File: src/hdl/bnv_pkg.sv
// shared constants and types of the rgb to nv12 converter
`default_nettype none

package bnv_pkg;

    localparam int MAX_WIDTH  = 4096;
    localparam int MAX_HEIGHT = 16384;
    localparam int COL_W      = $clog2(MAX_WIDTH);
    localparam int ROW_W      = $clog2(MAX_HEIGHT);
    localparam int FW_W       = 13;
    localparam int FH_W       = 15;
    localparam int LINE_DEPTH = (MAX_WIDTH + 1) / 2;
    localparam int LINE_AW    = $clog2(LINE_DEPTH);
    localparam int PSUM_W     = 9;
    localparam int LINE_W     = 3 * PSUM_W;
    localparam int BSUM_W     = PSUM_W + 1;

    localparam logic [FW_W-1:0] FRAME_WIDTH_RST  = FW_W'(1920);
    localparam logic [FH_W-1:0] FRAME_HEIGHT_RST = FH_W'(1080);

    // register indexes on the configuration port
    localparam logic REG_FRAME_WIDTH  = 1'b0;
    localparam logic REG_FRAME_HEIGHT = 1'b1;

    // result kinds
    localparam logic KIND_LUMA   = 1'b0;
    localparam logic KIND_CHROMA = 1'b1;

    // result slots of one request, in output order
    localparam int RES_OWN    = 0;
    localparam int RES_RIGHT  = 1;
    localparam int RES_BOTTOM = 2;
    localparam int RES_CORNER = 3;
    localparam int RES_CHROMA = 4;
    localparam int RES_N      = 5;

    typedef logic [RES_N-1:0] res_mask_t;

    // pixel as it leaves the front stage
    typedef struct packed {
        logic [7:0]        red;
        logic [7:0]        green;
        logic [7:0]        blue;
        logic [PSUM_W-1:0] pair_red;
        logic [PSUM_W-1:0] pair_green;
        logic [PSUM_W-1:0] pair_blue;
        logic              use_line;
        res_mask_t         mask;
        logic [ROW_W-1:0]  row;
        logic [COL_W-1:0]  col;
        logic              frame_end;
    } bnv_item_t;

    // finished values of one request, ready for the output sequencer
    typedef struct packed {
        res_mask_t        mask;
        logic [ROW_W-1:0] row;
        logic [COL_W-1:0] col;
        logic [7:0]       luma;
        logic [7:0]       chroma_blue;
        logic [7:0]       chroma_red;
        logic             frame_end;
    } bnv_bundle_t;

endpackage

`default_nettype wire

File: src/hdl/bnv_color.sv
// colour maths: block sums and products, then luma and chroma results
`default_nettype none

module bnv_color (
    input  wire logic                       clk,
    input  wire logic                       rst_n,
    input  wire logic                       accept,
    input  wire bnv_pkg::bnv_item_t         item,
    input  wire logic [bnv_pkg::LINE_W-1:0] line_data,
    output logic                            in_ready,
    input  wire logic                       bund_ready,
    output logic                            bund_valid,
    output bnv_pkg::bnv_bundle_t            bundle
);
    import bnv_pkg::*;

    logic      s1_valid_reg, s1_valid_next;
    bnv_item_t s1_reg;
    logic      s2_valid_reg, s2_valid_next;
    logic      s1_ready, s2_ready;

    logic [BSUM_W-1:0] sr, sg, sb;
    logic [15:0]       y_sum;
    logic [7:0]        luma_next;
    logic [16:0]       cb_r_next, cb_g_next, cb_b_next;
    logic [16:0]       cr_r_next, cr_g_next, cr_b_next;

    logic [7:0]       luma_reg;
    logic [16:0]      cb_r_reg, cb_g_reg, cb_b_reg;
    logic [16:0]      cr_r_reg, cr_g_reg, cr_b_reg;
    res_mask_t        mask_reg;
    logic [ROW_W-1:0] row_reg;
    logic [COL_W-1:0] col_reg;
    logic             frame_end_reg;

    logic [17:0] cb_v, cr_v;

    assign s2_ready = !s2_valid_reg || bund_ready;
    assign s1_ready = !s1_valid_reg || s2_ready;
    assign in_ready = s1_ready;

    // block sums: odd row adds the stored even-row pair, padded row doubles
    always_comb
    begin
        if (s1_reg.use_line)
        begin
            sr = {1'b0, s1_reg.pair_red}   + {1'b0, line_data[PSUM_W-1:0]};
            sg = {1'b0, s1_reg.pair_green} + {1'b0, line_data[2*PSUM_W-1:PSUM_W]};
            sb = {1'b0, s1_reg.pair_blue}  + {1'b0, line_data[3*PSUM_W-1:2*PSUM_W]};
        end
        else
        begin
            sr = {s1_reg.pair_red, 1'b0};
            sg = {s1_reg.pair_green, 1'b0};
            sb = {s1_reg.pair_blue, 1'b0};
        end
    end

    // luma peaks at 235, so no clamp is needed
    assign y_sum = {8'd0, s1_reg.red} * 16'd47 + {8'd0, s1_reg.green} * 16'd157
                 + {8'd0, s1_reg.blue} * 16'd16 + 16'd128;
    assign luma_next = y_sum[15:8] + 8'd16;

    assign cb_r_next = {7'd0, sr} * 17'd26;
    assign cb_g_next = {7'd0, sg} * 17'd87;
    assign cb_b_next = {7'd0, sb} * 17'd112;
    assign cr_r_next = {7'd0, sr} * 17'd112;
    assign cr_g_next = {7'd0, sg} * 17'd102;
    assign cr_b_next = {7'd0, sb} * 17'd10;

    always_comb
    begin
        s1_valid_next = s1_valid_reg;
        s2_valid_next = s2_valid_reg;
        if (s1_ready)
        begin
            s1_valid_next = accept;
        end
        if (s2_ready)
        begin
            s2_valid_next = s1_valid_reg;
        end
    end

    always_ff @(posedge clk or negedge rst_n)
    begin
        if (!rst_n)
        begin
            s1_valid_reg <= 1'b0;
            s2_valid_reg <= 1'b0;
        end
        else
        begin
            s1_valid_reg <= s1_valid_next;
            s2_valid_reg <= s2_valid_next;
        end
    end

    always_ff @(posedge clk)
    begin
        if (accept)
        begin
            s1_reg <= item;
        end
        if (s2_ready && s1_valid_reg)
        begin
            luma_reg      <= luma_next;
            cb_r_reg      <= cb_r_next;
            cb_g_reg      <= cb_g_next;
            cb_b_reg      <= cb_b_next;
            cr_r_reg      <= cr_r_next;
            cr_g_reg      <= cr_g_next;
            cr_b_reg      <= cr_b_next;
            mask_reg      <= s1_reg.mask;
            row_reg       <= s1_reg.row;
            col_reg       <= s1_reg.col;
            frame_end_reg <= s1_reg.frame_end;
        end
    end

    // 128*1024 + 512 bias keeps both sums positive for any 8-bit input,
    // and the top byte then never exceeds 240
    assign cb_v = 18'(cb_b_reg) + 18'd131584 - 18'(cb_r_reg) - 18'(cb_g_reg);
    assign cr_v = 18'(cr_r_reg) + 18'd131584 - 18'(cr_g_reg) - 18'(cr_b_reg);

    assign bund_valid = s2_valid_reg;

    always_comb
    begin
        bundle             = '0;
        bundle.mask        = mask_reg;
        bundle.row         = row_reg;
        bundle.col         = col_reg;
        bundle.luma        = luma_reg;
        bundle.chroma_blue = cb_v[17:10];
        bundle.chroma_red  = cr_v[17:10];
        bundle.frame_end   = frame_end_reg;
    end

endmodule

`default_nettype wire

File: config.mk
export PLATFORM = sky130hd
export DESIGN_NAME = bnv_color
export DESIGN_NICKNAME = d
export VERILOG_FILES = /design/src/hdl/bnv_pkg.sv /design/src/hdl/bnv_color.sv
export SDC_FILE = /design/constraint.sdc
export NUM_CORES = 1
export LEC_CHECK = 0
export BUFFER_PORTS_ARGS = -buffer_cell sky130_fd_sc_hd__buf_4
export CORE_MARGIN = 3
export CORE_UTILIZATION = 55
export CTS_CLUSTER_SIZE = 16
export DETAILED_ROUTE_END_ITERATION = 10
export GPL_ROUTABILITY_DRIVEN = 0
export PLACE_DENSITY = 0.86
export SLEW_MARGIN = 0
export SYNTH_ARGS = -nofsm -noshare
export SYNTH_HDL_FRONTEND = slang
export SYNTH_SLANG_ARGS = --single-unit
File: constraint.sdc
create_clock -name clk -period 5.7 [get_ports clk]
set_input_delay 0.285 -clock clk [delete_from_list [all_inputs] [get_ports clk]]
set_output_delay 0.285 -clock clk [all_outputs]
set_load 0.005 [all_outputs]
==> run metrics <==
status=finished with violations; failing checks=setup timing; RSZ-0062 raised after global routing=true; Layout Area Growth over Synthesis=22.8%; initial DRC count=861; dominant synthesized flop cell=edfxtp_1; Routed WL per cell=19.0 um; n_diodes=0; Worst EP arrival=between 6000 and 7000 ps; CTS Sinks=between 200 and 250; Slew HR=between 20% and 30%; final core area utilization=68.9%; highest metal used=met4; share of cells above drive strength 1=~18%; die area=33500 sq um; DP HPWL=28600 um; Post-Syn Area per Cell=11.9 sq um; clock-pin slew on the worst setup and hold paths=around 70 ps; final worst-path cycle share=102%; Netlist Area Pre-Place=around 17000 sq um; top cells by instance count after synthesis=inv_1, ha_1, edfxtp_1; worst path buffer plus inverter count=6; max-slew violation count=0; syn_nets=2003; initial antenna violation count=0; Clock Tree Buf Depth=3; fin worst setup slack=-85.8 ps; Post-Route M1 WL=roughly 16000 um; number of buffers added on ports=172; fmax=around 170 MHz; Top cell by count, worst path=inv_2; Num CTS Buffers=24; top cell type by total area after synthesis=edfxtp_1; drt pass-1 iters=5; EDFF count, synth=~210; worst-path fanout max=3; Distinct cells, synth=63; crit end category=flop; setup slack at placement=-248 ps; initial core utilization=~56%; area occupied by multi-input gates=~10000 sq um; CTS tree=yes; vias in the first global route=~13000; Ys Warns=0; Remaining DRCs=0; Final Hold Viols=0; Final #Nets=~2300; vias post-DR=approximately 12000; placed cell count=2042; metal3 WL=roughly 2300 um; H-tree depth=1; grt ovf=0; top-area cell type share of the netlist area=about 36%; Die Height=approximately 180 um; vias per cell=5.54; Clk Latency, worst-skew pair=540 ps; max reg flops=84; crit path launch type=flop; register area=~6200 sq um; max cap viols=0; Setup violations, final=5; largest net degree at the start of global routing=roughly 80; row count=64; first-pass GRT wire length=roughly 60000 um; Slowest-stage cell, CP=fa_1; most frequent cell after synthesis=inv_1; CP max stage delay=530 ps; CP delay by family, top=adder cells; Yosys reg bits=208; boundary pin count=about 170; die width=between 150 and 200 um; Core Footprint=30700 sq um; part of the Yosys area used for sequential elements=a little over a third; Routed WL=approximately 41000 um; Async S/R FF share, synth=less than 1%; CP Data Required Time=5980 ps; Detail Route Antenna Nets=0; Fillers=about 2000; crit path kind=reg2reg; TNS Setup=-243 ps; Area contributors post-synth=edfxtp_1, ha_1, fa_1, inv_1, xnor2_1; hold crit path type=in2reg; met2 WL=21000 um; Final Skew=roughly 22 ps; fin crit period=around 5800 ps; CTS root buf=clkbuf_16; Cells after Synth=1453; Total Routing Usage GR=a little under a quarter; Slew @ Worst Pin=~1100 ps; Post-Layout Cell Count=approximately 2200
[tightest hold or removal path: stages]
cell and delay (ps):
buf_4 80, nand3b_1 120, nand2b_1 60
[path summary, 6_finish.rpt]
check	from	to	slack, ps	cells past startpoint
setup / recovery	s1_reg[42]	cb_g_reg[16]	-90	25
hold / removal	bund_ready	s1_valid_reg	50	3
setup reg to reg	s1_reg[42]	cb_g_reg[16]	-90	25
hold reg to reg	s1_reg[17]	row_reg[4]	410	0
max in group asynchronous	rst_n	bund_valid	5540	2
min in group asynchronous	rst_n	s1_valid_reg	70	2
[layout make-up]
class                      instances  share of cell area, %
tap                              396                   2.34
timing repair buffer             300                   11.6
sequential                       208                   29.5
inverter                         308                   5.47
clock buffer                      31                   2.96
clock inverter                    13                  0.721
multi-input combinational        929                   47.4
[stage by stage]
step                hold slack (ps)  area, sq um
global route                   50.2        21200
detailed placement             69.5        19200
finish                         49.5        21200
CTS                            32.2        20900
global placement               68.4        19200
floorplan                     -10.6        17200
[cells by family (layout without fill, tap and decap cells)]
family	count (synthesis)	count (layout)	share of synthesized area, %
simple gates	167	167	4.75
fa+ha+maj	435	435	37.8
buf+inv	316	652	6.90
xor+xnor	92	92	4.67
compound gates	212	212	8.22
flops	208	208	36.2
mux	23	23	1.45
[what timing repair did]
item | CTS | global route
setup endpoints to repair | 8 | 13
hold buffers | 85 | 0
buffers inserted | 3 | 12
pin swaps | 13 | 45
gates resized for setup | 12 | 47
hold endpoints to repair | 86 | 0
[per-layer routing]
layer	up-vias	global-route usage, %
met5	-	0
met4	0	9.81
met3	152	3.07
met2	497	40.6
met1	5881	28.4
li1	5581	-
[cells in the final DEF, fill, tap and decap left out, types with 6 or more instances in the layout]
cell           netlist  layout
a211o_1              6       6
a21o_1              30      30
a21oi_1             62      58
a21oi_2              2       6
a31oi_1             11      11
buf_4                1     215
clkbuf_1             5       7
clkbuf_16            0      24
dlygate4sd3_1        0      85
edfxtp_1           206     206
fa_1               144     143
ha_1               291     281
ha_4                 0       8
inv_1              308     290
inv_2                0      17
mux2_2              16      15
mux2i_1              7       7
nand2_1             24      24
nand2b_1            11      11
nand3_1              9       9
nor2_1              60      60
nor2b_1             21      19
nor3_1              16      15
o21a_1              15      15
o21ai_0             36      30
o21bai_1            10      10
xnor2_1             66      64
xor2_1              26      25
Power is not shown: default switching activity piles up to over one toggle a cycle in this logic, so the estimate is an artifact.
