File: src/hdl/bnv_pkg.sv
// shared constants and types of the rgb to nv12 converter
`default_nettype none

package bnv_pkg;

    localparam int MAX_WIDTH  = 4096;
    localparam int MAX_HEIGHT = 16384;
    localparam int COL_W      = $clog2(MAX_WIDTH);
    localparam int ROW_W      = $clog2(MAX_HEIGHT);
    localparam int FW_W       = 13;
    localparam int FH_W       = 15;
    localparam int LINE_DEPTH = (MAX_WIDTH + 1) / 2;
    localparam int LINE_AW    = $clog2(LINE_DEPTH);
    localparam int PSUM_W     = 9;
    localparam int LINE_W     = 3 * PSUM_W;
    localparam int BSUM_W     = PSUM_W + 1;

    localparam logic [FW_W-1:0] FRAME_WIDTH_RST  = FW_W'(1920);
    localparam logic [FH_W-1:0] FRAME_HEIGHT_RST = FH_W'(1080);

    // register indexes on the configuration port
    localparam logic REG_FRAME_WIDTH  = 1'b0;
    localparam logic REG_FRAME_HEIGHT = 1'b1;

    // result kinds
    localparam logic KIND_LUMA   = 1'b0;
    localparam logic KIND_CHROMA = 1'b1;

    // result slots of one request, in output order
    localparam int RES_OWN    = 0;
    localparam int RES_RIGHT  = 1;
    localparam int RES_BOTTOM = 2;
    localparam int RES_CORNER = 3;
    localparam int RES_CHROMA = 4;
    localparam int RES_N      = 5;

    typedef logic [RES_N-1:0] res_mask_t;

    // pixel as it leaves the front stage
    typedef struct packed {
        logic [7:0]        red;
        logic [7:0]        green;
        logic [7:0]        blue;
        logic [PSUM_W-1:0] pair_red;
        logic [PSUM_W-1:0] pair_green;
        logic [PSUM_W-1:0] pair_blue;
        logic              use_line;
        res_mask_t         mask;
        logic [ROW_W-1:0]  row;
        logic [COL_W-1:0]  col;
        logic              frame_end;
    } bnv_item_t;

    // finished values of one request, ready for the output sequencer
    typedef struct packed {
        res_mask_t        mask;
        logic [ROW_W-1:0] row;
        logic [COL_W-1:0] col;
        logic [7:0]       luma;
        logic [7:0]       chroma_blue;
        logic [7:0]       chroma_red;
        logic             frame_end;
    } bnv_bundle_t;

endpackage

`default_nettype wire

File: src/hdl/bnv_emit.sv
// result sequencer: walks the result slots of each request into the output register
`default_nettype none

module bnv_emit (
    input  wire logic                         clk,
    input  wire logic                         rst_n,
    input  wire logic                         bund_valid,
    input  wire bnv_pkg::bnv_bundle_t         bundle,
    output logic                              bund_ready,
    output logic                              out_valid,
    input  wire logic                         out_ready,
    output logic                              kind,
    output logic      [bnv_pkg::ROW_W-1:0]    out_row,
    output logic      [bnv_pkg::COL_W-1:0]    out_column,
    output logic      [7:0]                   luma,
    output logic      [7:0]                   chroma_blue,
    output logic      [7:0]                   chroma_red,
    output logic                              last_of_item,
    output logic                              frame_done
);
    import bnv_pkg::*;

    logic        hold_valid_reg, hold_valid_next;
    bnv_bundle_t hold_reg;
    res_mask_t   mask_reg, mask_next;
    res_mask_t   sel, rest;
    logic        out_free, emit, last_slot;

    logic             out_valid_reg, out_valid_next;
    logic             kind_reg, kind_next;
    logic [ROW_W-1:0] row_reg, row_next;
    logic [COL_W-1:0] col_reg, col_next;
    logic [7:0]       luma_reg, luma_next;
    logic [7:0]       cb_reg, cb_next;
    logic [7:0]       cr_reg, cr_next;
    logic             last_reg, last_next;
    logic             done_reg, done_next;

    assign out_free   = !out_valid_reg || out_ready;
    assign emit       = hold_valid_reg && out_free;
    assign sel        = mask_reg & (~mask_reg + res_mask_t'(1));
    assign rest       = mask_reg & ~sel;
    assign last_slot  = (rest == '0);
    assign bund_ready = !hold_valid_reg || (emit && last_slot);

    always_comb
    begin
        row_next  = hold_reg.row;
        col_next  = hold_reg.col;
        kind_next = KIND_LUMA;
        luma_next = hold_reg.luma;
        cb_next   = '0;
        cr_next   = '0;
        priority if (sel[RES_OWN])
        begin
            row_next = hold_reg.row;
        end
        else if (sel[RES_RIGHT])
        begin
            col_next = hold_reg.col + COL_W'(1);
        end
        else if (sel[RES_BOTTOM])
        begin
            row_next = hold_reg.row + ROW_W'(1);
        end
        else if (sel[RES_CORNER])
        begin
            row_next = hold_reg.row + ROW_W'(1);
            col_next = hold_reg.col + COL_W'(1);
        end
        else
        begin
            kind_next = KIND_CHROMA;
            row_next  = {1'b0, hold_reg.row[ROW_W-1:1]};
            col_next  = {hold_reg.col[COL_W-1:1], 1'b0};
            luma_next = '0;
            cb_next   = hold_reg.chroma_blue;
            cr_next   = hold_reg.chroma_red;
        end
        last_next = last_slot;
        done_next = last_slot && hold_reg.frame_end;
    end

    always_comb
    begin
        hold_valid_next = hold_valid_reg;
        mask_next       = mask_reg;
        out_valid_next  = out_valid_reg;
        if (out_ready)
        begin
            out_valid_next = 1'b0;
        end
        if (emit)
        begin
            out_valid_next = 1'b1;
            mask_next      = rest;
        end
        if (bund_ready)
        begin
            hold_valid_next = bund_valid;
            mask_next       = bundle.mask;
        end
    end

    always_ff @(posedge clk or negedge rst_n)
    begin
        if (!rst_n)
        begin
            hold_valid_reg <= 1'b0;
            out_valid_reg  <= 1'b0;
            mask_reg       <= '0;
        end
        else
        begin
            hold_valid_reg <= hold_valid_next;
            out_valid_reg  <= out_valid_next;
            mask_reg       <= mask_next;
        end
    end

    always_ff @(posedge clk)
    begin
        if (bund_ready && bund_valid)
        begin
            hold_reg <= bundle;
        end
        if (emit)
        begin
            kind_reg <= kind_next;
            row_reg  <= row_next;
            col_reg  <= col_next;
            luma_reg <= luma_next;
            cb_reg   <= cb_next;
            cr_reg   <= cr_next;
            last_reg <= last_next;
            done_reg <= done_next;
        end
    end

    assign out_valid    = out_valid_reg;
    assign kind         = kind_reg;
    assign out_row      = row_reg;
    assign out_column   = col_reg;
    assign luma         = luma_reg;
    assign chroma_blue  = cb_reg;
    assign chroma_red   = cr_reg;
    assign last_of_item = last_reg;
    assign frame_done   = done_reg;

endmodule

`default_nettype wire

File: config.mk
export PLATFORM = sky130hd
export DESIGN_NAME = bnv_emit
export DESIGN_NICKNAME = d
export VERILOG_FILES = /design/src/hdl/bnv_pkg.sv /design/src/hdl/bnv_emit.sv
export SDC_FILE = /design/constraint.sdc
export NUM_CORES = 1
export LEC_CHECK = 0
export BUFFER_PORTS_ARGS = -buffer_cell sky130_fd_sc_hd__buf_2
export CORE_ASPECT_RATIO = 1.1
export CORE_UTILIZATION = 47
export DETAILED_ROUTE_END_ITERATION = 10
export PLACE_DENSITY_LB_ADDON = 0.15
export REMOVE_ABC_BUFFERS = 1
export SYNTH_ARGS = -nofsm -noshare
export SYNTH_HDL_FRONTEND = slang
export SYNTH_SLANG_ARGS = --single-unit
File: constraint.sdc
create_clock -name clk -period 3.05 [get_ports clk]
set_clock_uncertainty 0.15 [all_clocks]
set_input_delay 0.61 -clock clk [delete_from_list [all_inputs] [get_ports clk]]
set_output_delay 0.61 -clock clk [all_outputs]
set_load 0.03 [all_outputs]
==> flow_summary.html <==
<table>
<tr><th>Metric</th><th>Value</th></tr>
<tr><th colspan="2">Drt</th></tr>
<tr><td>Router iterations before antenna repair</td><td>4</td></tr>
<tr><td>DRC</td><td>0</td></tr>
<tr><td>Average wire per standard cell</td><td>between 10 and 15 um</td></tr>
<tr><td>Final wirelength</td><td>~7800 um</td></tr>
<tr><td>Via count</td><td>about 2,700</td></tr>
<tr><td>Iteration-0 DRC Markers</td><td>98</td></tr>
<tr><td>Post-route ant nets</td><td>0</td></tr>
<tr><td>Avg Vias per Cell</td><td>roughly 5.3</td></tr>
<tr><th colspan="2">Finish</th></tr>
<tr><td>Flip-flop count of the largest register after layout</td><td>a little over 50</td></tr>
<tr><td>Ratio of cells with drive above 1 in the final layout</td><td>36.7%</td></tr>
<tr><td>Total inserted antenna cells</td><td>0</td></tr>
<tr><td>Area growth syn-to-layout</td><td>21.0%</td></tr>
<tr><td>Fill count</td><td>750</td></tr>
<tr><td>Number of nets in the final layout</td><td>approximately 470</td></tr>
<tr><td>Core Util, Final</td><td>about three fifths</td></tr>
<tr><th colspan="2">Worst setup path</th></tr>
<tr><td>Minimum setup slack among reg-to-reg paths</td><td>between 700 and 800 ps</td></tr>
<tr><td>Startpoint of the most critical register-to-register path</td><td>mask_reg[1]</td></tr>
<tr><td>Capture instance of the worst register-to-register path</td><td>hold_reg[12]</td></tr>
<tr><td>Worst Reg-to-Reg Cells</td><td>6</td></tr>
<tr><td>Category of the worst setup path launch point</td><td>flop</td></tr>
<tr><td>Worst-path maximum fanout</td><td>18</td></tr>
<tr><td>Type of destination of the critical path</td><td>primary output</td></tr>
<tr><td>Crit path arrival time</td><td>roughly 1900 ps</td></tr>
<tr><td>Path type of the worst setup path</td><td>reg -&gt; out</td></tr>
<tr><td>Critical Path RT</td><td>2290 ps</td></tr>
<tr><th colspan="2">Timing</th></tr>
<tr><td>Period Utilization, post-route</td><td>between 80 and 90%</td></tr>
<tr><td>Final Hold Violating Endpoints</td><td>0</td></tr>
<tr><td>Minimum clock period</td><td>around 2700 ps</td></tr>
<tr><td>Number of slew-limit violations in the final report</td><td>0</td></tr>
<tr><td>Worst Setup Slack, final</td><td>approximately 380 ps</td></tr>
<tr><td>Worst slew margin relative to its limit</td><td>between 60% and 70%</td></tr>
<tr><td>Endpoints failing setup</td><td>0</td></tr>
<tr><td>Fmax</td><td>between 0.3 and 0.4 GHz</td></tr>
<tr><td>Worst Max-Slew Pin Slew</td><td>between 500 and 600 ps</td></tr>
<tr><td>Setup repair after global routing missed its margin</td><td>no</td></tr>
<tr><th colspan="2">Floorplan</th></tr>
<tr><td>Die area</td><td>roughly 9800 um^2</td></tr>
<tr><td>Core area</td><td>9010 um^2</td></tr>
<tr><td>I/O pin total</td><td>~120</td></tr>
<tr><td>Number of placement rows</td><td>36</td></tr>
<tr><td>Die boundary width</td><td>between 90 and 100 um</td></tr>
<tr><td>Starting density of the core</td><td>about half</td></tr>
<tr><td>Die extent in y</td><td>approximately 100 um</td></tr>
<tr><th colspan="2">Job</th></tr>
<tr><td>Number of max-cap violations</td><td>0</td></tr>
<tr><th colspan="2">Pwr</th></tr>
<tr><td>Peak VDD IR</td><td>0.639 mV</td></tr>
<tr><td>Fraction of power spent switching nets</td><td>about 38%</td></tr>
<tr><td>Register share of total power</td><td>between 40% and 50%</td></tr>
<tr><td>Power density of the placed cells</td><td>~1100 nW/um^2</td></tr>
<tr><td>Clock share of power</td><td>16.6%</td></tr>
<tr><td>P_int</td><td>between 3000 and 4000 uW</td></tr>
<tr><td>P_leak</td><td>0.00211 uW</td></tr>
<tr><td>Switching power</td><td>around 2200 uW</td></tr>
<tr><td>Logic pwr share</td><td>a little under two fifths</td></tr>
<tr><th colspan="2">Yosys</th></tr>
<tr><td>Post-synthesis instance area</td><td>4410 um^2</td></tr>
<tr><td>Area share of the largest cell type after synthesis</td><td>between 70% and 80%</td></tr>
<tr><td>Number of flops mapped to enable cells by yosys</td><td>around 100</td></tr>
<tr><td>#FFs+latches synth</td><td>approximately 110</td></tr>
<tr><td>Ys async rst share</td><td>6.31%</td></tr>
<tr><td>Most frequent cell after synthesis</td><td>edfxtp_1</td></tr>
<tr><td>Most instantiated flip-flop cell in the synthesis netlist</td><td>edfxtp_1</td></tr>
<tr><td>Register area share after synthesis</td><td>74.7%</td></tr>
<tr><td>Average instance area after synthesis</td><td>15.4 um^2</td></tr>
<tr><td>Cells after Synth</td><td>approximately 290</td></tr>
<tr><td>Yosys cell types</td><td>between 50 and 60</td></tr>
<tr><td>Commonest cells in the synthesized netlist</td><td>edfxtp_1 (104), and3_1 (19), nand2_1 (17)</td></tr>
<tr><td>Synthesis Warnings</td><td>0</td></tr>
<tr><td>Biggest area contributors in the synthesized netlist</td><td>edfxtp_1 (71%), dfrtp_1 (4.0%), and3_1 (2.7%)</td></tr>
<tr><td>Top cell type by total area after synthesis</td><td>edfxtp_1</td></tr>
<tr><th colspan="2">Global routing</th></tr>
<tr><td>Global-route wire length before repair</td><td>about 12,000 um</td></tr>
<tr><td>Total congestion overflow</td><td>0</td></tr>
<tr><td>GRT Resource Usage Total</td><td>16.6%</td></tr>
<tr><td>Via count of the first global-routing pass</td><td>around 2,400</td></tr>
<tr><td>Number of antenna violations at the first check in global routing</td><td>0</td></tr>
<tr><td>Maximum number of pins on one net before global-route repair</td><td>34</td></tr>
<tr><th colspan="2">Place</th></tr>
<tr><td>Final weighted congestion in routability-driven placement</td><td>about 0.77</td></tr>
<tr><td>Worst slack after detailed placement</td><td>between 700 and 800 ps</td></tr>
<tr><td>Buffers added on ports</td><td>114</td></tr>
<tr><td>DPL Wire Length</td><td>about 5400 um</td></tr>
<tr><th colspan="2">Clock network</th></tr>
<tr><td>Clock buffer depth</td><td>2</td></tr>
<tr><td>Clock root cell</td><td>clkbuf_8</td></tr>
<tr><td>Number of setup buffers added after CTS</td><td>0</td></tr>
<tr><td>Clock slew at reported path FFs</td><td>around 100 ps</td></tr>
<tr><td>TritonCTS clock tree</td><td>yes</td></tr>
<tr><td>Total clock buffers created by CTS</td><td>9</td></tr>
<tr><td>Worst-Skew Late Latency</td><td>~370 ps</td></tr>
<tr><td>Number of H-tree levels</td><td>3</td></tr>
<tr><td>Clock Sinks</td><td>around 110</td></tr>
<tr><th colspan="2">Hold path</th></tr>
<tr><td>Endpoint of the worst hold-timing path</td><td>hold_reg[31]</td></tr>
<tr><td>Hold Path Origin</td><td>bundle[31]</td></tr>
<tr><td>Path type of the worst min-delay path</td><td>in -&gt; reg</td></tr>
<tr><td>Worst hold path stage count</td><td>1</td></tr>
<tr><th colspan="2">Run status</th></tr>
<tr><td>Status</td><td>finished, final reports clean</td></tr>
</table>
==> layout by cell type, fill, tap and decap left out, types with 3 or more instances in the layout <==
| cell type | count |
|---|---|
| nand2b_1 | 3 |
| o22ai_1 | 3 |
| buf_4 | 5 |
| nand4_1 | 4 |
| a2bb2oi_1 | 3 |
| nor2_1 | 14 |
| clkbuf_8 | 9 |
| and3_1 | 19 |
| a21oi_1 | 10 |
| inv_1 | 4 |
| nor2b_1 | 9 |
| xor2_1 | 5 |
| buf_2 | 114 |
| nand2_1 | 17 |
| o21ai_0 | 7 |
| dfrtp_1 | 7 |
| o22a_1 | 4 |
| nand3_1 | 12 |
| edfxtp_1 | 104 |
| a32o_1 | 4 |
| xnor2_1 | 5 |
==> power by group through the flow <==
stage	registers (uW)	logic, uW	clock network [uW]
after floorplan	3240	855	0
after global placement	2630	2110	0
after detailed placement	2650	2140	0
after CTS	2620	2140	975
after global routing	2670	2300	1030
final	2610	2120	943
==> metrics by stage <==
| stage | power, uW | hold slack [ps] | std cells | setup TNS [ps] | area [um^2] |
|---|---|---|---|---|---|
| 2_1_floorplan | 4100 | 164 | 271 | -6080 | 4310 |
| 3_3_place_gp | 4730 | 297 | 506 | 0 | 5110 |
| 3_5_place_dp | 4780 | 303 | 506 | 0 | 5110 |
| 4_1_cts | 5730 | 241 | 523 | 0 | 5340 |
| 5_1_grt | 6000 | 232 | 523 | 0 | 5340 |
| 6_report | 5680 | 256 | 523 | 0 | 5340 |
==> worst max-delay path, cell delays in order (launching register included) <==
cell,delay [ps]
dfrtp_1,470
or2_1,250
buf_4,200
o21ai_2,170
a21bo_2,230
buf_2,220
==> cell families after synthesis <==
| group | share of synthesized area (%) |
|---|---|
| fa+ha+maj | 0.794 |
| compound gates | 7.77 |
| buf+inv | 2.61 |
| mux | 0.737 |
| simple gates | 11.4 |
| flops | 74.7 |
| xor+xnor | 1.98 |
==> layer usage <==
layer / global-route usage [%] / share of wire (%) / vias up
li1: - / - / 1332
met1: 21.5 / 42 / 1305
met2: 25.9 / 50 / 95
met3: 4.41 / 5.9 / 15
met4: 7.36 / 2.5 / 0
met5: 0 / 0 / -
==> how the worst max path moves through the flow <==
stage / from / to / cells past startpoint
2_1_floorplan: mask_reg[1] / hold_reg[0] / 4
3_3_place_gp: mask_reg[1] / bund_ready / 5
3_5_place_dp: out_ready / chroma_red[2] / 4
4_1_cts: mask_reg[1] / bund_ready / 5
5_1_grt: mask_reg[1] / bund_ready / 5
6_report: mask_reg[1] / bund_ready / 5
==> layout make-up <==
cell class | instances | area (um^2) | area share, %
flip-flops and latches | 111 | 3300 | 61.8
multi-input cells | 156 | 1000 | 18.8
repair buffers | 122 | 658 | 12.3
well taps | 114 | 143 | 2.67
clock buffers | 10 | 128 | 2.39
clock inverters | 6 | 91.3 | 1.71
inverters | 4 | 15.0 | 0.281
==> repair_timing <==
action	CTS	global route
resized for setup	0	0
hold buffers	1	0
hold endpoints to repair	7	0
No activity file was read; power rests on OpenSTA's default activity.
